`config.mk`:
```
export PLATFORM = sky130hd
export DESIGN_NAME = arsg_angle
export DESIGN_NICKNAME = d
export VERILOG_FILES = /design/src/rtl/core/arsg_pkg.sv /design/src/rtl/core/arsg_angle.sv
export SDC_FILE = /design/constraint.sdc
export NUM_CORES = 2
export LEC_CHECK = 0
export BUFFER_PORTS_ARGS = -buffer_cell sky130_fd_sc_hd__buf_4
export CAP_MARGIN = 20
export CORE_MARGIN = 8
export CORE_UTILIZATION = 43
export CTS_CLUSTER_SIZE = 30
export DETAILED_ROUTE_END_ITERATION = 6
export MAX_ROUTING_LAYER = met4
export SLEW_MARGIN = 10
export SYNTH_ARGS = -nofsm -noshare
export SYNTH_HDL_FRONTEND = slang
export SYNTH_SLANG_ARGS = --single-unit
```
`constraint.sdc`:
```
create_clock -name i_clk -period 7.6 [get_ports i_clk]
set_clock_uncertainty 0.15 [all_clocks]
set_input_delay 0.38 -clock i_clk [delete_from_list [all_inputs] [get_ports i_clk]]
set_output_delay 0.38 -clock i_clk [all_outputs]
set_load 0.02 [all_outputs]
```
`src/rtl/core/arsg_pkg.sv`:
```
// Shared constants, types and tables for the axial rotary sin/cos generator.
package arsg_pkg;

    localparam int EMB_DIM_DEF       = 64;
    localparam int CORDIC_STAGES_DEF = 16;

    localparam int POS_W       = 7;
    localparam int SCALE_W     = 17;
    localparam int IDX_W       = 5;
    localparam int OUT_W       = 16;
    localparam int K_W         = 4;
    localparam int ROM_W       = 25;
    localparam int ATAN_W      = 30;
    localparam int PROD_W      = POS_W + SCALE_W;
    localparam int ANGLE_W     = PROD_W + ROM_W;
    localparam int ANGLE_SHIFT = 10;
    localparam int REM_W       = ANGLE_W - ANGLE_SHIFT;
    localparam int MOD_STEPS   = 6;
    localparam int Z_W         = 34;
    localparam int XY_W        = 34;
    localparam int QUEUE_DEPTH = 4;
    localparam int QPTR_W      = $clog2(QUEUE_DEPTH);

    localparam logic [SCALE_W-1:0]   SCALE_RESET  = 17'd65536;
    localparam logic [32:0]          TWO_PI_Q30   = 33'd6746518852;
    localparam logic signed [Z_W-1:0] PI_Q30      = 34'sd3373259426;
    localparam logic signed [Z_W-1:0] HALF_PI_Q30 = 34'sd1686629713;
    localparam logic [63:0]          GAIN_Q30     = 64'd652032874;
    localparam logic [63:0]          GAIN_FIX_Q30 = 64'd434688582;
    localparam int                   OUT_ONE      = 16384;
    localparam int                   ROUND_HALF   = 32768;
    localparam int                   ROUND_SHIFT  = 16;

    typedef struct packed {
        logic [POS_W-1:0] row;
        logic [POS_W-1:0] column;
    } t_pos;

    typedef struct packed {
        logic [IDX_W-1:0] idx;
        logic             last;
    } t_meta;

    typedef struct packed {
        t_meta            meta;
        logic [POS_W-1:0] pos;
        logic [K_W-1:0]   k;
    } t_cmd;

    // 10^(-k/4) in Q1.24
    function automatic logic [ROM_W-1:0] freq_rom(input logic [K_W-1:0] k);
        logic [ROM_W-1:0] v;
        case (k)
            4'd0:    v = 25'd16777216;
            4'd1:    v = 25'd9434522;
            4'd2:    v = 25'd5305422;
            4'd3:    v = 25'd2983458;
            4'd4:    v = 25'd1677722;
            4'd5:    v = 25'd943452;
            4'd6:    v = 25'd530542;
            4'd7:    v = 25'd298346;
            4'd8:    v = 25'd167772;
            4'd9:    v = 25'd94345;
            4'd10:   v = 25'd53054;
            4'd11:   v = 25'd29835;
            4'd12:   v = 25'd16777;
            4'd13:   v = 25'd9435;
            4'd14:   v = 25'd5305;
            4'd15:   v = 25'd2983;
            default: v = '0;
        endcase
        return v;
    endfunction

    // atan(2^-i) in Q30
    function automatic logic [ATAN_W-1:0] atan_q30(input int i);
        logic [ATAN_W-1:0] v;
        case (i)
            0:       v = 30'd843314856;
            1:       v = 30'd497837829;
            2:       v = 30'd263043836;
            3:       v = 30'd133525158;
            4:       v = 30'd67021686;
            5:       v = 30'd33543515;
            6:       v = 30'd16775850;
            7:       v = 30'd8388437;
            8:       v = 30'd4194282;
            9:       v = 30'd2097149;
            10:      v = 30'd1048575;
            11:      v = 30'd524287;
            12:      v = 30'd262143;
            13:      v = 30'd131071;
            14:      v = 30'd65535;
            15:      v = 30'd32767;
            16:      v = 30'd16383;
            17:      v = 30'd8191;
            18:      v = 30'd4095;
            19:      v = 30'd2047;
            20:      v = 30'd1023;
            21:      v = 30'd511;
            22:      v = 30'd255;
            23:      v = 30'd127;
            default: v = '0;
        endcase
        return v;
    endfunction

endpackage

```
`src/rtl/core/arsg_angle.sv`:
```
// Back end, first half: angle products, modulo 2*pi and quadrant fold.
module arsg_angle (
    input  logic                              i_clk,
    input  logic                              i_rst_n,
    input  logic                              i_adv,
    input  logic                              i_valid,
    input  arsg_pkg::t_cmd                    i_cmd,
    input  logic [arsg_pkg::SCALE_W-1:0]      i_scale,
    output logic                              o_valid,
    output arsg_pkg::t_meta                   o_meta,
    output logic signed [arsg_pkg::Z_W-1:0]   o_z,
    output logic                              o_neg
);
    import arsg_pkg::*;

    logic              r_s1_valid;
    t_meta             r_s1_meta;
    logic [K_W-1:0]    r_s1_k;
    logic [PROD_W-1:0] r_s1_prod;

    logic [ANGLE_W-1:0] s2_prod;

    logic [REM_W-1:0] r_md_rem   [MOD_STEPS+1];
    t_meta            r_md_meta  [MOD_STEPS+1];
    logic             r_md_valid [MOD_STEPS+1];
    logic [REM_W:0]   md_diff    [MOD_STEPS];
    logic [REM_W-1:0] md_next    [MOD_STEPS];

    logic signed [Z_W-1:0] f1_in;
    logic signed [Z_W-1:0] f1_z;
    logic                  r_f1_valid;
    t_meta                 r_f1_meta;
    logic signed [Z_W-1:0] r_f1_z;

    logic signed [Z_W-1:0] f2_z;
    logic                  f2_neg;
    logic                  r_f2_valid;
    t_meta                 r_f2_meta;
    logic signed [Z_W-1:0] r_f2_z;
    logic                  r_f2_neg;

    assign s2_prod = {{ROM_W{1'b0}}, r_s1_prod} * {{PROD_W{1'b0}}, freq_rom(r_s1_k)};

    // restoring reduction by 2*pi*2^m, one multiple per stage
    always_comb begin
        for (int j = 0; j < MOD_STEPS; j++) begin
            md_diff[j] = {1'b0, r_md_rem[j]}
                       - ({1'b0, REM_W'(TWO_PI_Q30)} << (MOD_STEPS - 1 - j));
            md_next[j] = md_diff[j][REM_W] ? r_md_rem[j] : md_diff[j][REM_W-1:0];
        end
    end

    always_comb begin
        f1_in = $signed({1'b0, r_md_rem[MOD_STEPS][Z_W-2:0]});
        f1_z  = f1_in;
        if (f1_in > PI_Q30) begin
            f1_z = f1_in - $signed(Z_W'(TWO_PI_Q30));
        end
    end

    always_comb begin
        f2_z   = r_f1_z;
        f2_neg = 1'b0;
        if (r_f1_z > HALF_PI_Q30) begin
            f2_z   = r_f1_z - PI_Q30;
            f2_neg = 1'b1;
        end else if (r_f1_z < -HALF_PI_Q30) begin
            f2_z   = r_f1_z + PI_Q30;
            f2_neg = 1'b1;
        end
    end

    always_ff @(posedge i_clk) begin
        if (i_adv) begin
            r_s1_meta    <= i_cmd.meta;
            r_s1_k       <= i_cmd.k;
            r_s1_prod    <= PROD_W'(i_cmd.pos) * PROD_W'(i_scale);
            r_md_rem[0]  <= s2_prod[ANGLE_W-1:ANGLE_SHIFT];
            r_md_meta[0] <= r_s1_meta;
            for (int j = 0; j < MOD_STEPS; j++) begin
                r_md_rem[j+1]  <= md_next[j];
                r_md_meta[j+1] <= r_md_meta[j];
            end
            r_f1_meta <= r_md_meta[MOD_STEPS];
            r_f1_z    <= f1_z;
            r_f2_meta <= r_f1_meta;
            r_f2_z    <= f2_z;
            r_f2_neg  <= f2_neg;
        end
    end

    always_ff @(posedge i_clk) begin
        if (!i_rst_n) begin
            r_s1_valid <= 1'b0;
            for (int j = 0; j <= MOD_STEPS; j++) begin
                r_md_valid[j] <= 1'b0;
            end
            r_f1_valid <= 1'b0;
            r_f2_valid <= 1'b0;
        end else if (i_adv) begin
            r_s1_valid    <= i_valid;
            r_md_valid[0] <= r_s1_valid;
            for (int j = 0; j < MOD_STEPS; j++) begin
                r_md_valid[j+1] <= r_md_valid[j];
            end
            r_f1_valid <= r_md_valid[MOD_STEPS];
            r_f2_valid <= r_f1_valid;
        end
    end

    assign o_valid = r_f2_valid;
    assign o_meta  = r_f2_meta;
    assign o_z     = r_f2_z;
    assign o_neg   = r_f2_neg;

endmodule

```
# Word level (Yosys, flattened, before mapping)
# Memory sizes are Yosys's and may differ from the RTL's. A register that Yosys moved wholly into a read port is not among the register bits.
# Index checks and enable logic that the tools add are counted.
dict set report totals {
  mem_bits_ro 400
  mem_count 4
  register_bits 111
  out_inout_bits 42
  ram_bits 322
  wordCells 61
}
dict set report classes {
  reduce_logical 1
  muxes 23
  addsub 9
  n_mul 2
  bitwise 7
  order_cmp 3
}
# memory words word_bits read_ports rd_ports_with_merged_regs wr line_no
set memory_table {}
lappend memory_table {{(no name shown)} 16 25 1 1 0 arsg_pkg.sv:53} ;# case (k)
lappend memory_table {r_md_rem 7 39 7 0 7 arsg_angle.sv:23} ;# logic [REM_W-1:0] r_md_rem [MOD_STEPS+1];
lappend memory_table {r_md_meta 7 6 7 1 7 arsg_angle.sv:24} ;# t_meta r_md_meta [MOD_STEPS+1];
lappend memory_table {r_md_valid 7 1 7 1 7 arsg_angle.sv:25} ;# logic r_md_valid [MOD_STEPS+1];
# operator n
set ops {}
lappend ops {{39-bit two-way mux} 6}
lappend ops {{34-bit two-way mux} 2}
lappend ops {{24-bit by 25-bit multiplier with 49-bit output} 1}
lappend ops {{39-bit by 33-bit subtractor with 40-bit output (second input constant)} 1}
lappend ops {{39-bit by 34-bit subtractor with 40-bit output (second input constant)} 1}
lappend ops {{39-bit by 35-bit subtractor with 40-bit output (second input constant)} 1}
lappend ops {{39-bit by 36-bit subtractor with 40-bit output (second input constant)} 1}
lappend ops {{39-bit by 37-bit subtractor with 40-bit output (second input constant)} 1}
lappend ops {{39-bit by 38-bit subtractor with 40-bit output (second input constant)} 1}
lappend ops {{34-bit by 33-bit adder with 34-bit output (second input constant)} 1}
lappend ops {{34-bit by 32-bit greater-than comparator with 1-bit output (second input constant)} 1}
lappend ops {{34-bit by 32-bit < comparator with 1-bit output (second input constant)} 1}
lappend ops {{33-bit by 33-bit subtractor with 34-bit output (second input constant)} 1}
lappend ops {{34-bit by 33-bit subtractor with 34-bit output (second input constant)} 1}
lappend ops {{33-bit by 32-bit greater-than comparator with 1-bit output (second input constant)} 1}
lappend ops {{33-bit two-way mux} 1}
lappend ops {{7-bit by 17-bit multiplier with 24-bit output} 1}
lappend ops {{1-bit two-way mux} 13}
lappend ops {{1-bit OR} 7}
lappend ops {{4-bit two-way mux} 1}
lappend ops {{1-bit zero test} 1}

# Logic depth before layout (Yosys ltp)
dict set report logic_depth {
  word_depth 4
  depth_mapped 25
  depth_no_buf 24
}

# Worst setup path before layout
# Ideal clock, no wire load.
dict set report synth_path {
  kind {register to register}
  start {register r_s1_prod[17]}
  end {memory r_md_rem[0][35] (netlist name), data pin}
  setup_time_ns 0.264
  path_buffers 2
  path_stages_with_launch 25
  slack_ns 0.687
  required_ns 7.186
  t_arrival_ns 6.499
  path_cell_list {edfxtp_1 -> clkbuf_1 -> clkbuf_1 -> nand2_1 -> fa_1 -> inv_1 -> fa_1 -> inv_1 -> fa_1 -> inv_1 -> fa_1 -> fa_1 -> fa_1 -> inv_1 -> fa_1 -> inv_1 -> ha_1 -> a21oi_1 -> o21bai_1 -> a221oi_1 -> o221ai_1 -> a31oi_1 -> o21bai_1 -> a221oi_1 -> xnor2_1}
}
# item line_no
set synth_lines {}
lappend synth_lines {{start, declared} arsg_angle.sv:19} ;# logic [PROD_W-1:0] r_s1_prod;
lappend synth_lines {{start signal, assigned} arsg_angle.sv:77} ;# r_s1_prod <= PROD_W'(i_cmd.pos) * PROD_W'(i_scale);
lappend synth_lines {{end, declared} arsg_angle.sv:23}

==> results.py <==
metrics = {
    "status": {
        "status": "finished clean",
    },
    "layout": {
        "num-nets-final": 5306,
        "area_growth_pct": 10.56,
        "drive_gt1_frac": 0.07619,
        "final_common_cell": "inv_1",
        "final_cell_mix": "inv_1 (710), fa_1 (577), nand2_1 (560)",
    },
    "logic_synthesis": {
        "synthArstFlopShare": 0,
        "synth-seq-cells": 459,
        "synth_top_family_by_area": "adder cells",
        "synth_adder_area_share": 0.3269,
        "synth.area.mux_share": 0.004928,
        "syn_nets": 5188,
        "yosys.area_share.simple": 0.1560,
        "synth_cells": 4342,
        "synth-xor-area-share": 0.05869,
        "syn_area_per_cell_um2": 10.17,
        "synthesis.area_um2": 44170,
        "synth_enable_flop_cells": 426,
        "yosys_warnings": 0,
        "synthDistinctLibCells": 89,
        "synth_ff_type": "edfxtp_1",
        "yosysSeqAreaShare": 0.3045,
        "synth_compound_area_frac": 0.07347,
    },
    "job": {
        "cap_violations": 0,
    },
    "routing": {
        "vias_per_cell": 5.051,
        "dr.pass1.iters": 7,
        "postRouteAntennaNets": 0,
        "wl_per_cell_um": 16.08,
        "drtIter0Drc": 1520,
        "drc": 0,
        "num_vias": 29660,
        "drt_wl_total_mm": 94.41,
    },
    "grt": {
        "grt_first_pass_wirelength_mm": 156.8,
        "grt_pass1_vias": 30640,
        "grt_max_degree": 216,
        "grt_use_total": 0.1723,
        "grt.overflow.total": 0,
        "antenna_found_initial": 0,
    },
    "placed_design": {
        "dpl_worst_slack_ns": -0.05425,
        "port_buffers": 79,
        "post-dp-hpwl_mm": 75.64,
        "gp_congestion": 0.9148,
    },
    "worst_setup_path": {
        "cpPeakStageDelay_ns": 0.64,
        "worst_path_max_delay_cell": "edfxtp_1",
        "critPathLaunchType": "flop",
        "crit_path_frequent_cell": "fa_1",
        "crit_path_end_kind": "flop",
        "worstPathRequired_ns": 7.81,
        "path_delay_family": "adder cells",
        "crit_buf_inv": 6,
        "crit_arrival_ns": 7.53,
        "critPathMaxFanout": 11,
        "critical_path_class": "reg -> reg",
        "path_cells": "buf_12 > and2_1 > fa_1 > fa_1 > inv_1 > fa_1 > fa_1 > inv_1 > fa_1 > fa_1 > inv_1 > fa_1 > inv_1 > ha_1 > a21oi_1 > o21ai_0 > a21oi_1 > a31oi_1 > a211oi_2 > o21ai_0 > buf_4 > a221oi_1 > xnor2_1",
    },
    "clock_network": {
        "cts_sinks": 459,
        "clk_latency_ns": 0.63,
        "cts-htree-levels": 2,
        "cts_buffers": 52,
        "clock-root-buffer": "clkbuf_16",
        "cts.reportedPaths.clkPinSlew_ns": 0.06,
        "cts_max_path_buffers": 3,
        "cts_tree": "built",
    },
    "floorplan": {
        "die_area_um2": 113200,
        "die_h_um": 336.5,
        "coreArea_um2": 101900,
        "fp.dieW_um": 336.5,
        "rows": 117,
        "start_util": 0.4336,
        "io_pins": 80,
    },
    "min_path": {
        "min_path_type": "in -> reg",
    },
    "sta": {
        "setup_viol": 0,
        "slew_headroom": 0.3073,
        "clock.fmax_mhz": 136.6,
        "setup_ws_ns": 0.2769,
        "post-route-period-util": 0.9636,
        "worst_slew_pin_slew_ns": 1.039,
        "hold_viol_final": 0,
        "worst_hold_slack_ns": 0.09563,
        "slew_viol_final": 0,
        "final.min_clock_period_ns": 7.323,
    },
}
==> per-stage QoR <==
| stage | TNS [ns] | util | std cells | cell area, um^2 |
|---|---|---|---|---|
| floorplan | 0 | - | 4342 | 44170 |
| global placement | -0.02708 | 0.4601 | 5753 | 46880 |
| detailed placement | -0.05425 | 0.4601 | 5753 | 46880 |
| CTS | 0 | 0.4785 | 5863 | 48750 |
| global route | -0.01357 | 0.4793 | 5870 | 48840 |
| finish | 0 | 0.4794 | 5872 | 48840 |
==> state kept, by name, indices dropped and copies added, names as in the netlist, named ones only <==
| signal | count |
|---|---|
| r_s1_k | 4 |
| o_neg | 1 |
| o_valid | 1 |
| o_z | 34 |
| r_md_meta | 42 |
| r_md_valid | 7 |
| r_f1_meta | 6 |
| o_meta | 6 |
| r_f1_z | 34 |
| r_s1_valid | 1 |
| r_md_rem | 267 |
| r_s1_meta | 6 |
| r_s1_prod | 24 |
| r_f1_valid | 1 |
==> cells by family (layout without fill, tap and decap cells) <==
kind of cell / Yosys count / in the layout
other cells: 0 / 2
compound gates: 486 / 486
xor+xnor: 296 / 296
fa+ha+maj: 808 / 808
simple gates: 1398 / 1398
flops: 459 / 459
mux: 21 / 21
buf+inv: 874 / 1034
==> layout make-up <==
cell class                 instances  area, um^2
timing repair buffer             228        1842
clock buffer                      66        1374
fill                            9453       53050
antenna                            2       5.005
sequential                       459       13460
tap                             1368        1712
multi-input combinational       3009       27430
clock inverter                    30       360.3
inverter                         710        2665
==> Yosys cell counts, types with 23 or more instances <==
cell type,number,share of area
a211oi_1,25,0.0042
a21o_1,48,0.0082
a21oi_1,139,0.016
a31oi_1,32,0.0045
and2_1,353,0.050
clkbuf_1,143,0.012
dfxtp_1,33,0.015
edfxtp_1,426,0.29
fa_1,577,0.26
ha_1,231,0.065
inv_1,710,0.060
nand2_1,560,0.048
nand2b_1,27,0.0038
nand3_1,52,0.0059
nor2_1,183,0.016
nor2b_1,24,0.0034
nor3_1,50,0.0057
nor4_1,29,0.0041
o21a_1,23,0.0039
o21ai_0,81,0.0092
xnor2_1,177,0.035
xor2_1,119,0.024
==> worst paths after layout <==
path / start / end / slack, ns / cells after the start
worst max-delay path: r_s1_prod[0] / r_md_rem[0][25] / 0.28 / 23
worst min-delay path: i_cmd[4] / r_s1_prod[0] / 0.1 / 2
worst max register to register: r_s1_prod[0] / r_md_rem[0][25] / 0.28 / 23
worst min register to register: r_md_meta[1][1] / r_md_meta[2][1] / 0.26 / 0
==> metal layers <==
metal | vias to the layer above | wire length (um) | global-route usage
met4 | 0 | 2426 | 0.04423
li1 | 14240 | - | -
met5 | - | 0 | -
met1 | 14650 | 41120 | 0.2179
met3 | 160 | 3908 | 0.02227
met2 | 609 | 46950 | 0.2939
==> repair_timing <==
item                       in CTS  in global routing
hold buffers                   14                  0
setup endpoints to repair       1                 14
gates resized for setup         1                  8
buffers inserted                0                  7
hold endpoints to repair       23                  0
Power is left out: the tool's default activity adds up to more than one toggle a clock period on the data nets, which glitch-free logic cannot reach.
