==> src/rtl/core/arsg_pkg.sv <==
// Shared constants, types and tables for the axial rotary sin/cos generator.
package arsg_pkg;

    localparam int EMB_DIM_DEF       = 64;
    localparam int CORDIC_STAGES_DEF = 16;

    localparam int POS_W       = 7;
    localparam int SCALE_W     = 17;
    localparam int IDX_W       = 5;
    localparam int OUT_W       = 16;
    localparam int K_W         = 4;
    localparam int ROM_W       = 25;
    localparam int ATAN_W      = 30;
    localparam int PROD_W      = POS_W + SCALE_W;
    localparam int ANGLE_W     = PROD_W + ROM_W;
    localparam int ANGLE_SHIFT = 10;
    localparam int REM_W       = ANGLE_W - ANGLE_SHIFT;
    localparam int MOD_STEPS   = 6;
    localparam int Z_W         = 34;
    localparam int XY_W        = 34;
    localparam int QUEUE_DEPTH = 4;
    localparam int QPTR_W      = $clog2(QUEUE_DEPTH);

    localparam logic [SCALE_W-1:0]   SCALE_RESET  = 17'd65536;
    localparam logic [32:0]          TWO_PI_Q30   = 33'd6746518852;
    localparam logic signed [Z_W-1:0] PI_Q30      = 34'sd3373259426;
    localparam logic signed [Z_W-1:0] HALF_PI_Q30 = 34'sd1686629713;
    localparam logic [63:0]          GAIN_Q30     = 64'd652032874;
    localparam logic [63:0]          GAIN_FIX_Q30 = 64'd434688582;
    localparam int                   OUT_ONE      = 16384;
    localparam int                   ROUND_HALF   = 32768;
    localparam int                   ROUND_SHIFT  = 16;

    typedef struct packed {
        logic [POS_W-1:0] row;
        logic [POS_W-1:0] column;
    } t_pos;

    typedef struct packed {
        logic [IDX_W-1:0] idx;
        logic             last;
    } t_meta;

    typedef struct packed {
        t_meta            meta;
        logic [POS_W-1:0] pos;
        logic [K_W-1:0]   k;
    } t_cmd;

    // 10^(-k/4) in Q1.24
    function automatic logic [ROM_W-1:0] freq_rom(input logic [K_W-1:0] k);
        logic [ROM_W-1:0] v;
        case (k)
            4'd0:    v = 25'd16777216;
            4'd1:    v = 25'd9434522;
            4'd2:    v = 25'd5305422;
            4'd3:    v = 25'd2983458;
            4'd4:    v = 25'd1677722;
            4'd5:    v = 25'd943452;
            4'd6:    v = 25'd530542;
            4'd7:    v = 25'd298346;
            4'd8:    v = 25'd167772;
            4'd9:    v = 25'd94345;
            4'd10:   v = 25'd53054;
            4'd11:   v = 25'd29835;
            4'd12:   v = 25'd16777;
            4'd13:   v = 25'd9435;
            4'd14:   v = 25'd5305;
            4'd15:   v = 25'd2983;
            default: v = '0;
        endcase
        return v;
    endfunction

    // atan(2^-i) in Q30
    function automatic logic [ATAN_W-1:0] atan_q30(input int i);
        logic [ATAN_W-1:0] v;
        case (i)
            0:       v = 30'd843314856;
            1:       v = 30'd497837829;
            2:       v = 30'd263043836;
            3:       v = 30'd133525158;
            4:       v = 30'd67021686;
            5:       v = 30'd33543515;
            6:       v = 30'd16775850;
            7:       v = 30'd8388437;
            8:       v = 30'd4194282;
            9:       v = 30'd2097149;
            10:      v = 30'd1048575;
            11:      v = 30'd524287;
            12:      v = 30'd262143;
            13:      v = 30'd131071;
            14:      v = 30'd65535;
            15:      v = 30'd32767;
            16:      v = 30'd16383;
            17:      v = 30'd8191;
            18:      v = 30'd4095;
            19:      v = 30'd2047;
            20:      v = 30'd1023;
            21:      v = 30'd511;
            22:      v = 30'd255;
            23:      v = 30'd127;
            default: v = '0;
        endcase
        return v;
    endfunction

endpackage

==> src/rtl/core/arsg_cordic.sv <==
// Back end, second half: pipelined CORDIC rotation, sign fix and Q2.14 rounding.
module arsg_cordic #(
    parameter int CORDIC_STAGES = arsg_pkg::CORDIC_STAGES_DEF
) (
    input  logic                              i_clk,
    input  logic                              i_rst_n,
    input  logic                              i_adv,
    input  logic                              i_valid,
    input  arsg_pkg::t_meta                   i_meta,
    input  logic signed [arsg_pkg::Z_W-1:0]   i_z,
    input  logic                              i_neg,
    output logic                              o_valid,
    output logic [arsg_pkg::IDX_W-1:0]        o_entry_index,
    output logic signed [arsg_pkg::OUT_W-1:0] o_cosine,
    output logic signed [arsg_pkg::OUT_W-1:0] o_sine,
    output logic                              o_last_entry
);
    import arsg_pkg::*;

    localparam logic [63:0] X0_WIDE = GAIN_Q30 + (GAIN_FIX_Q30 >> (2 * CORDIC_STAGES));
    localparam logic signed [XY_W-1:0] X0 = $signed(X0_WIDE[XY_W-1:0]);
    localparam int Q_W = XY_W + 1 - ROUND_SHIFT;
    localparam logic signed [Q_W-1:0] Q_MAX = Q_W'(OUT_ONE);
    localparam logic signed [Q_W-1:0] Q_MIN = -Q_MAX;

    logic signed [XY_W-1:0] r_x    [CORDIC_STAGES];
    logic signed [XY_W-1:0] r_y    [CORDIC_STAGES];
    logic signed [Z_W-1:0]  r_z    [CORDIC_STAGES];
    logic                   r_neg  [CORDIC_STAGES];
    t_meta                  r_meta [CORDIC_STAGES];
    logic                   r_vld  [CORDIC_STAGES];

    logic signed [XY_W-1:0] sx  [CORDIC_STAGES];
    logic signed [XY_W-1:0] sy  [CORDIC_STAGES];
    logic signed [Z_W-1:0]  sz  [CORDIC_STAGES];
    logic signed [XY_W-1:0] n_x [CORDIC_STAGES];
    logic signed [XY_W-1:0] n_y [CORDIC_STAGES];
    logic signed [Z_W-1:0]  n_z [CORDIC_STAGES];

    logic                   r_sg_valid;
    t_meta                  r_sg_meta;
    logic signed [XY_W-1:0] r_sg_x;
    logic signed [XY_W-1:0] r_sg_y;

    logic signed [XY_W:0]   cos_sum;
    logic signed [XY_W:0]   sin_sum;
    logic signed [Q_W-1:0]  cos_q;
    logic signed [Q_W-1:0]  sin_q;

    logic                   r_out_valid;
    t_meta                  r_out_meta;
    logic signed [OUT_W-1:0] r_cos;
    logic signed [OUT_W-1:0] r_sin;

    function automatic logic signed [OUT_W-1:0] clamp_q(input logic signed [Q_W-1:0] v);
        logic signed [OUT_W-1:0] r;
        if (v > Q_MAX) begin
            r = OUT_W'(Q_MAX);
        end else if (v < Q_MIN) begin
            r = OUT_W'(Q_MIN);
        end else begin
            r = OUT_W'(v);
        end
        return r;
    endfunction

    always_comb begin
        sx[0] = X0;
        sy[0] = '0;
        sz[0] = i_z;
        for (int i = 1; i < CORDIC_STAGES; i++) begin
            sx[i] = r_x[i-1];
            sy[i] = r_y[i-1];
            sz[i] = r_z[i-1];
        end
        for (int i = 0; i < CORDIC_STAGES; i++) begin
            if (!sz[i][Z_W-1]) begin
                n_x[i] = sx[i] - (sy[i] >>> i);
                n_y[i] = sy[i] + (sx[i] >>> i);
                n_z[i] = sz[i] - $signed(Z_W'(atan_q30(i)));
            end else begin
                n_x[i] = sx[i] + (sy[i] >>> i);
                n_y[i] = sy[i] - (sx[i] >>> i);
                n_z[i] = sz[i] + $signed(Z_W'(atan_q30(i)));
            end
        end
    end

    always_comb begin
        cos_sum = $signed({r_sg_x[XY_W-1], r_sg_x}) + $signed((XY_W + 1)'(ROUND_HALF));
        sin_sum = $signed({r_sg_y[XY_W-1], r_sg_y}) + $signed((XY_W + 1)'(ROUND_HALF));
        cos_q   = cos_sum[XY_W:ROUND_SHIFT];
        sin_q   = sin_sum[XY_W:ROUND_SHIFT];
    end

    always_ff @(posedge i_clk) begin
        if (i_adv) begin
            for (int i = 0; i < CORDIC_STAGES; i++) begin
                r_x[i] <= n_x[i];
                r_y[i] <= n_y[i];
                r_z[i] <= n_z[i];
            end
            r_neg[0]  <= i_neg;
            r_meta[0] <= i_meta;
            for (int i = 1; i < CORDIC_STAGES; i++) begin
                r_neg[i]  <= r_neg[i-1];
                r_meta[i] <= r_meta[i-1];
            end
            r_sg_meta  <= r_meta[CORDIC_STAGES-1];
            r_sg_x     <= r_neg[CORDIC_STAGES-1] ? -r_x[CORDIC_STAGES-1] : r_x[CORDIC_STAGES-1];
            r_sg_y     <= r_neg[CORDIC_STAGES-1] ? -r_y[CORDIC_STAGES-1] : r_y[CORDIC_STAGES-1];
            r_out_meta <= r_sg_meta;
            r_cos      <= clamp_q(cos_q);
            r_sin      <= clamp_q(sin_q);
        end
    end

    always_ff @(posedge i_clk) begin
        if (!i_rst_n) begin
            for (int i = 0; i < CORDIC_STAGES; i++) begin
                r_vld[i] <= 1'b0;
            end
            r_sg_valid  <= 1'b0;
            r_out_valid <= 1'b0;
        end else if (i_adv) begin
            r_vld[0] <= i_valid;
            for (int i = 1; i < CORDIC_STAGES; i++) begin
                r_vld[i] <= r_vld[i-1];
            end
            r_sg_valid  <= r_vld[CORDIC_STAGES-1];
            r_out_valid <= r_sg_valid;
        end
    end

    assign o_valid       = r_out_valid;
    assign o_entry_index = r_out_meta.idx;
    assign o_last_entry  = r_out_meta.last;
    assign o_cosine      = r_cos;
    assign o_sine        = r_sin;

endmodule

==> config.mk <==
export PLATFORM = sky130hd
export DESIGN_NAME = arsg_cordic
export DESIGN_NICKNAME = d
export VERILOG_FILES = /design/src/rtl/core/arsg_pkg.sv /design/src/rtl/core/arsg_cordic.sv
export SDC_FILE = /design/constraint.sdc
export NUM_CORES = 2
export LEC_CHECK = 0
export BUFFER_PORTS_ARGS = -buffer_cell sky130_fd_sc_hd__buf_2
export CELL_PAD_IN_SITES_DETAIL_PLACEMENT = 0
export CELL_PAD_IN_SITES_GLOBAL_PLACEMENT = 2
export CORE_MARGIN = 8
export CORE_UTILIZATION = 39
export CTS_CLUSTER_DIAMETER = 100
export CTS_CLUSTER_SIZE = 10
export DETAILED_ROUTE_END_ITERATION = 12
export GPL_ROUTABILITY_DRIVEN = 0
export MAX_ROUTING_LAYER = met4
export PLACE_DENSITY = 0.88
export SKIP_CTS_REPAIR_TIMING = 1
export SLEW_MARGIN = 20
export SYNTH_ARGS = -nofsm -noshare
export SYNTH_HDL_FRONTEND = slang
export SYNTH_SLANG_ARGS = --single-unit
==> constraint.sdc <==
create_clock -name i_clk -period 5.3 [get_ports i_clk]
set_input_delay 0.53 -clock i_clk [delete_from_list [all_inputs] [get_ports i_clk]]
set_output_delay 0.53 -clock i_clk [all_outputs]
set_load 0.1 [all_outputs]
## Word-level counts from Yosys, hierarchy flattened

Memory sizes are Yosys's and may differ from the RTL's. A register that Yosys moved wholly into a read port is not among the register bits.
Index checks and enable logic that the tools add are counted.

| word-level totals | value |
|---|---|
| bits in registers | 107 |
| memory bits (writable) | 1760 |
| input bits | 45 |
| output and inout port bits | 39 |
| logic and storage cells | 238 |
| memories | 6 |

Memories:

| memory | depth | width | read ports | clocked after memory_dff | write ports | line | text |
|---|---|---|---|---|---|---|---|
| r_x | 16 | 34 | 16 | 0 | 16 | arsg_cordic.sv:26 | `logic signed [XY_W-1:0] r_x [CORDIC_STAGES];` |
| r_y | 16 | 34 | 16 | 0 | 16 | arsg_cordic.sv:27 | `logic signed [XY_W-1:0] r_y [CORDIC_STAGES];` |
| r_z | 16 | 34 | 15 | 0 | 16 | arsg_cordic.sv:28 | `logic signed [Z_W-1:0] r_z [CORDIC_STAGES];` |
| r_meta | 16 | 6 | 16 | 1 | 16 | arsg_cordic.sv:30 | `t_meta r_meta [CORDIC_STAGES];` |
| r_neg | 16 | 1 | 16 | 0 | 16 | arsg_cordic.sv:29 | `logic r_neg [CORDIC_STAGES];` |
| r_vld | 16 | 1 | 16 | 1 | 16 | arsg_cordic.sv:31 | `logic r_vld [CORDIC_STAGES];` |

| operators by class | value |
|---|---|
| $add $sub $neg | 96 |
| $lt $le $gt $ge | 4 |
| multiplexer cells | 104 |
| bitwise logic cells | 16 |
| reductions and logical operators | 3 |

Operator list:

| cell | count |
|---|---|
| two-way mux 34 bit | 49 |
| two-way mux 30 bit | 32 |
| adder 34 x 31 -> 34 bit | 18 |
| subtractor 34 x 31 -> 34 bit | 18 |
| adder 34 x 17 -> 35 bit (second input constant) | 2 |
| adder 34 x 19 -> 34 bit | 2 |
| adder 34 x 20 -> 34 bit | 2 |
| adder 34 x 21 -> 34 bit | 2 |
| adder 34 x 22 -> 34 bit | 2 |
| adder 34 x 23 -> 34 bit | 2 |
| adder 34 x 24 -> 34 bit | 2 |
| adder 34 x 25 -> 34 bit | 2 |
| adder 34 x 26 -> 34 bit | 2 |
| adder 34 x 27 -> 34 bit | 2 |
| adder 34 x 28 -> 34 bit | 2 |
| adder 34 x 29 -> 34 bit | 2 |
| adder 34 x 30 -> 34 bit | 2 |
| adder 34 x 32 -> 34 bit | 2 |
| adder 34 x 33 -> 34 bit | 2 |
| negator 34 bit | 2 |
| subtractor 34 x 19 -> 34 bit | 2 |
| subtractor 34 x 20 -> 34 bit | 2 |
| subtractor 34 x 21 -> 34 bit | 2 |
| subtractor 34 x 22 -> 34 bit | 2 |
| other kinds (17) | 66 |

## Longest topological paths before layout

| logic depth | value |
|---|---|
| word-level depth | 4 |
| depth in mapped cells | 22 |
| depth with buffers taken out | 21 |

## Least setup slack after synthesis

Ideal clock, no wire load.

| timing | value |
|---|---|
| kind | register to register |
| from | memory r_y[5][6], in the netlist r_y[0][176] |
| to | memory r_x[6][31], in the netlist r_x[0][235], data pin |
| setup time | 0.265 ns |
| arrival time | 4.739 ns |
| required time | 5.035 ns |
| path slack | 0.295 ns |
| stages on the path, launching flop included | 20 |
| path buffers | 0 |
| clock period less this slack | 5.005 ns |
| cell sequence | edfxtp_1 > inv_1 > ha_1 > nand2b_1 > or4_1 > nor4_1 > a21oi_1 > xor2_1 > ha_1 > a211oi_1 > o211ai_1 > a31o_2 > a221o_1 > o311a_1 > o41ai_1 > o21ai_0 > o41ai_1 > o21a_1 > o21ai_0 > xor2_1 |

RTL lines:

| element | line |
|---|---|
| from (decl) | arsg_cordic.sv:27 |
| to (decl) | arsg_cordic.sv:26 |

==> run summary <==
RUN STATUS
--------------------------------------------------------------------------------------------------------
Run status ................................................................................ complete, no violations

TIMING
--------------------------------------------------------------------------------------------------------
FMAX ......................................................................................    0.200 GHz
Fraction of the cycle the final worst path needs ..........................................        94.2%
Final-report setup violation count ........................................................            0
Final sum of negative setup slack .........................................................         0 ps
Count of final max-slew check failures ....................................................            0
Pin slew with the least headroom to its limit .............................................      1010 ps
Period minus WS final .....................................................................      4990 ps
Max-slew headroom .........................................................................        32.8%
Final hold vios ...........................................................................            0
Skew final ................................................................................      90.3 ps

WORST SETUP PATH
--------------------------------------------------------------------------------------------------------
Data required time at the worst endpoint ..................................................      5910 ps
Most used cell along the critical path .................................................... sky130_fd_sc_hd__a21oi_1
Critical path's largest stage delay .......................................................       500 ps
CP Capture Type ...........................................................................    flip-flop
Worst path buffer plus inverter count .....................................................            2
Category of the most critical setup path .................................................. flip-flop to flip-flop
Largest fanout on the critical path .......................................................            6
Worst path top cell family by delay ....................................................... compound AO/OA/AOI/OAI gates
Cell breakdown of the critical path ....................................................... inv_1 > ha_1 > nand2b_1 > or4_1 > nor2_1 > buf_4 > a21oi_1 > xnor2_1 > ha_1 > a21o_1 > a21oi_1 > nand2b_1 > a211o_1 > a211oi_1 > nor2_1 > a221o_1 > a311oi_1 > o21ai_0 > a21oi_1 > xnor2_1
Critical path data arrival time ...........................................................      5600 ps
Element type at the critical path start ...................................................    flip-flop
Crit path max-delay cell type ............................................................. sky130_fd_sc_hd__edfxtp_1

HOLD PATH
--------------------------------------------------------------------------------------------------------
Hold crit path type ....................................................................... input pin to flip-flop

GLOBAL ROUTE
--------------------------------------------------------------------------------------------------------
Global-route total usage across every layer ...............................................        18.1%
Global-route wire length before repair ....................................................    521000 um
Pin count of the biggest net entering global routing ......................................          167
Number of antenna violations at the first check in global routing .........................            1
Overall overflow remaining after global route .............................................            0
Via count of the first global-routing pass ................................................        96.1k

FLOORPLAN
--------------------------------------------------------------------------------------------------------
Placement Rows ............................................................................          214
Placeable core region ..................................................................... 339000 sq um
Num ports .................................................................................           84
Initial Utilization .......................................................................        39.1%
Die Footprint ............................................................................. 358000 sq um
Y dimension of the die ....................................................................       599 um
DIE WIDTH .................................................................................       599 um

SYNTH
--------------------------------------------------------------------------------------------------------
Fraction of registers with async set/reset ................................................           0%
Number of warning messages in the yosys log ...............................................            0
Fraction of synthesized cell area in xor and xnor cells ...................................        12.7%
Main combinational cell family by area after synthesis .................................... compound AO/OA/AOI/OAI gates
Most numerous cell types in the synthesized netlist ....................................... sky130_fd_sc_hd__edfxtp_1 (1673), sky130_fd_sc_hd__a21oi_1 (1481), sky130_fd_sc_hd__ha_1 (1433), sky130_fd_sc_hd__xnor2_1 (1313), sky130_fd_sc_hd__nor2_1 (1187)
Synth area leaders ........................................................................ sky130_fd_sc_hd__edfxtp_1 (38%), sky130_fd_sc_hd__ha_1 (14%), sky130_fd_sc_hd__xnor2_1 (8.7%)
Fraction of the mapped netlist area in compound gates .....................................        18.8%
Adder-cell share of the synthesized area ..................................................        14.2%
Nets in the synthesized netlist ...........................................................        15.0k
Count of unique library cells instantiated by Yosys .......................................           84
Post-synth top area cell .................................................................. sky130_fd_sc_hd__edfxtp_1
Portion of the post-synthesis area used by sequential elements ............................        38.1%
Synth top area share ......................................................................        37.9%
Simple-gate portion of the synthesized area ...............................................        13.1%
Number of flops mapped to enable cells by yosys ...........................................         1673
Post-Synthesis Cells ......................................................................        13.4k
Total standard cell area after synthesis .................................................. 132000 sq um
Top FF cell, synth ........................................................................ sky130_fd_sc_hd__edfxtp_1
Portion of netlist area occupied by mux cells .............................................       0.956%
Seq cells post-synth ......................................................................         1684
Most common cell in the netlist ........................................................... sky130_fd_sc_hd__edfxtp_1
Post-synthesis average cell area ..........................................................   9.86 sq um

PLACEMENT
--------------------------------------------------------------------------------------------------------
Half-perimeter wire length of the detailed placement result ...............................    257000 um
Port buffer count .........................................................................           83

CELLS AND AREA
--------------------------------------------------------------------------------------------------------
Final core utilization ....................................................................        43.0%
Post-layout nets ..........................................................................        15.3k
Area Overhead vs Synth ....................................................................        9.97%
Fraction of final layout cells sized beyond drive strength 1 ..............................        5.42%

CLOCKING
--------------------------------------------------------------------------------------------------------
Clock Tree Root ........................................................................... sky130_fd_sc_hd__clkbuf_16
H-tree depth reported by CTS ..............................................................            4
Maximum buffer depth of the clock tree ....................................................            4
Clock Latency Late Sink ...................................................................       940 ps
CTS sink count ............................................................................         1684
CTS Buf Count .............................................................................          195
TritonCTS clock tree ......................................................................         done
Post-CTS clock slew at the launch and capture registers of the worst setup and hold paths .        60 ps

DETAILED ROUTING
--------------------------------------------------------------------------------------------------------
Final routed wire length divided by cell count ............................................      17.7 um
DR vias/cell ..............................................................................         5.37
Violation count after the first detailed-routing iteration ................................         5827
DR vias ...................................................................................        98.8k
Wirelength, routed ........................................................................    326000 um
Total DRC errors in the routed layout .....................................................            0
Routed Antenna Nets .......................................................................            0
TritonRoute pass-1 iters ..................................................................            8

JOB
--------------------------------------------------------------------------------------------------------
Number of maximum-capacitance constraint violations .......................................            0

## cell usage in the layout (no fill, tap or decap), types with 32 or more instances in the layout
| cell | count |
|---|---|
| sky130_fd_sc_hd__nand3b_1 | 32 |
| sky130_fd_sc_hd__or3_1 | 73 |
| sky130_fd_sc_hd__mux2_2 | 52 |
| sky130_fd_sc_hd__nor2_1 | 1185 |
| sky130_fd_sc_hd__nor3_1 | 323 |
| sky130_fd_sc_hd__nand2_1 | 588 |
| sky130_fd_sc_hd__buf_4 | 269 |
| sky130_fd_sc_hd__nand4_1 | 114 |
| sky130_fd_sc_hd__inv_1 | 556 |
| sky130_fd_sc_hd__nor2b_1 | 202 |
| sky130_fd_sc_hd__o21a_1 | 225 |
| sky130_fd_sc_hd__xor2_1 | 615 |
| sky130_fd_sc_hd__or2_2 | 37 |
| sky130_fd_sc_hd__xnor2_1 | 1313 |
| sky130_fd_sc_hd__a21o_1 | 656 |
| sky130_fd_sc_hd__o31a_1 | 34 |
| sky130_fd_sc_hd__nor4_1 | 97 |
| sky130_fd_sc_hd__o211ai_1 | 59 |
| sky130_fd_sc_hd__nor3b_1 | 45 |
| sky130_fd_sc_hd__nand2b_1 | 235 |
| sky130_fd_sc_hd__a21oi_1 | 1479 |
| sky130_fd_sc_hd__ha_1 | 1433 |
| sky130_fd_sc_hd__and3_1 | 145 |
| sky130_fd_sc_hd__a211oi_1 | 130 |
| sky130_fd_sc_hd__o21bai_1 | 157 |
| sky130_fd_sc_hd__o31ai_1 | 52 |
| sky130_fd_sc_hd__o41ai_1 | 36 |
| sky130_fd_sc_hd__and2_1 | 79 |
| sky130_fd_sc_hd__mux2i_1 | 68 |
| sky130_fd_sc_hd__a31oi_1 | 141 |
| sky130_fd_sc_hd__or4_1 | 32 |
| sky130_fd_sc_hd__nand3_1 | 233 |
| sky130_fd_sc_hd__a21boi_0 | 49 |
| sky130_fd_sc_hd__o21ai_0 | 593 |
| sky130_fd_sc_hd__buf_2 | 82 |
| sky130_fd_sc_hd__clkbuf_16 | 199 |
| sky130_fd_sc_hd__and4_1 | 33 |
| sky130_fd_sc_hd__edfxtp_1 | 1673 |
| sky130_fd_sc_hd__fa_1 | 44 |
## worst reg2reg max path: cells and delay by family (launching register included)
family	cells	cell delay [ps]
DFF	1	500
buffers and inverters	2	280
adders and majority gates	2	520
AOI/OAI and AO/OA	9	2330
xor gates and xnor gates	2	310
and+or+nand+nor	5	840
## path summary, 6_finish.rpt
kind	from	end	slack, ps	cells after the start
max	r_y[1][114]	r_x[1][169]	310	20
max reg2reg	r_y[1][114]	r_x[1][169]	310	20
min reg2reg	r_z[0][238]	r_z[1][0]	390	0
min	i_z[4]	r_z[0][4]	40	2
## sequential cells by signal, indices dropped and copies added (netlist names), 5 cells and up
register and count:
o_cosine 16, o_entry_index 5, o_sine 16, r_meta 96, r_neg 16, r_sg_meta 6
r_sg_x 19, r_sg_y 19, r_vld 16, r_x 484, r_y 511, r_z 477
## routing by layer
layer / vias up / global-route usage [%] / part of all wire, %
li1: 50700 / - / -
met1: 46200 / 22.1 / 45
met2: 1411 / 31.9 / 49
met3: 442 / 1.62 / 3.0
met4: 0 / 4.91 / 2.9
met5: - / - / 0
## kinds of logic after synthesis
group                    after synthesis
AND/OR/NAND/NOR                     3522
buffers and inverters                759
AO/OA/AOI/OAI                       3947
flip-flops                          1684
XOR/XNOR                            1928
adder cells (fa/ha/maj)             1477
multiplexers                         120
## final cells by class
type | count | area, sq um
fill | 32900 | 193000
multi-input combinational | 11000 | 79300
sequential | 1684 | 50500
tap | 4536 | 5680
clock buffer | 207 | 5020
timing repair buffer | 381 | 2900
inverter | 559 | 2100
clock inverter | 20 | 230
antenna | 2 | 5.00
## per-stage QoR
stage	setup slack [ps]	instance area [sq um]	hold WS, ps	cells
after floorplan	295	132000	400	13400
after global placement	61.1	140000	400	18100
after detailed placement	166	140000	405	18100
after CTS	148	145000	-294	18400
after global routing	-16.7	146000	9.75	18400
final	308	146000	38.8	18400
Power is left out: the tool's default activity adds up to more than one toggle a clock period on the data nets, which glitch-free logic cannot reach.
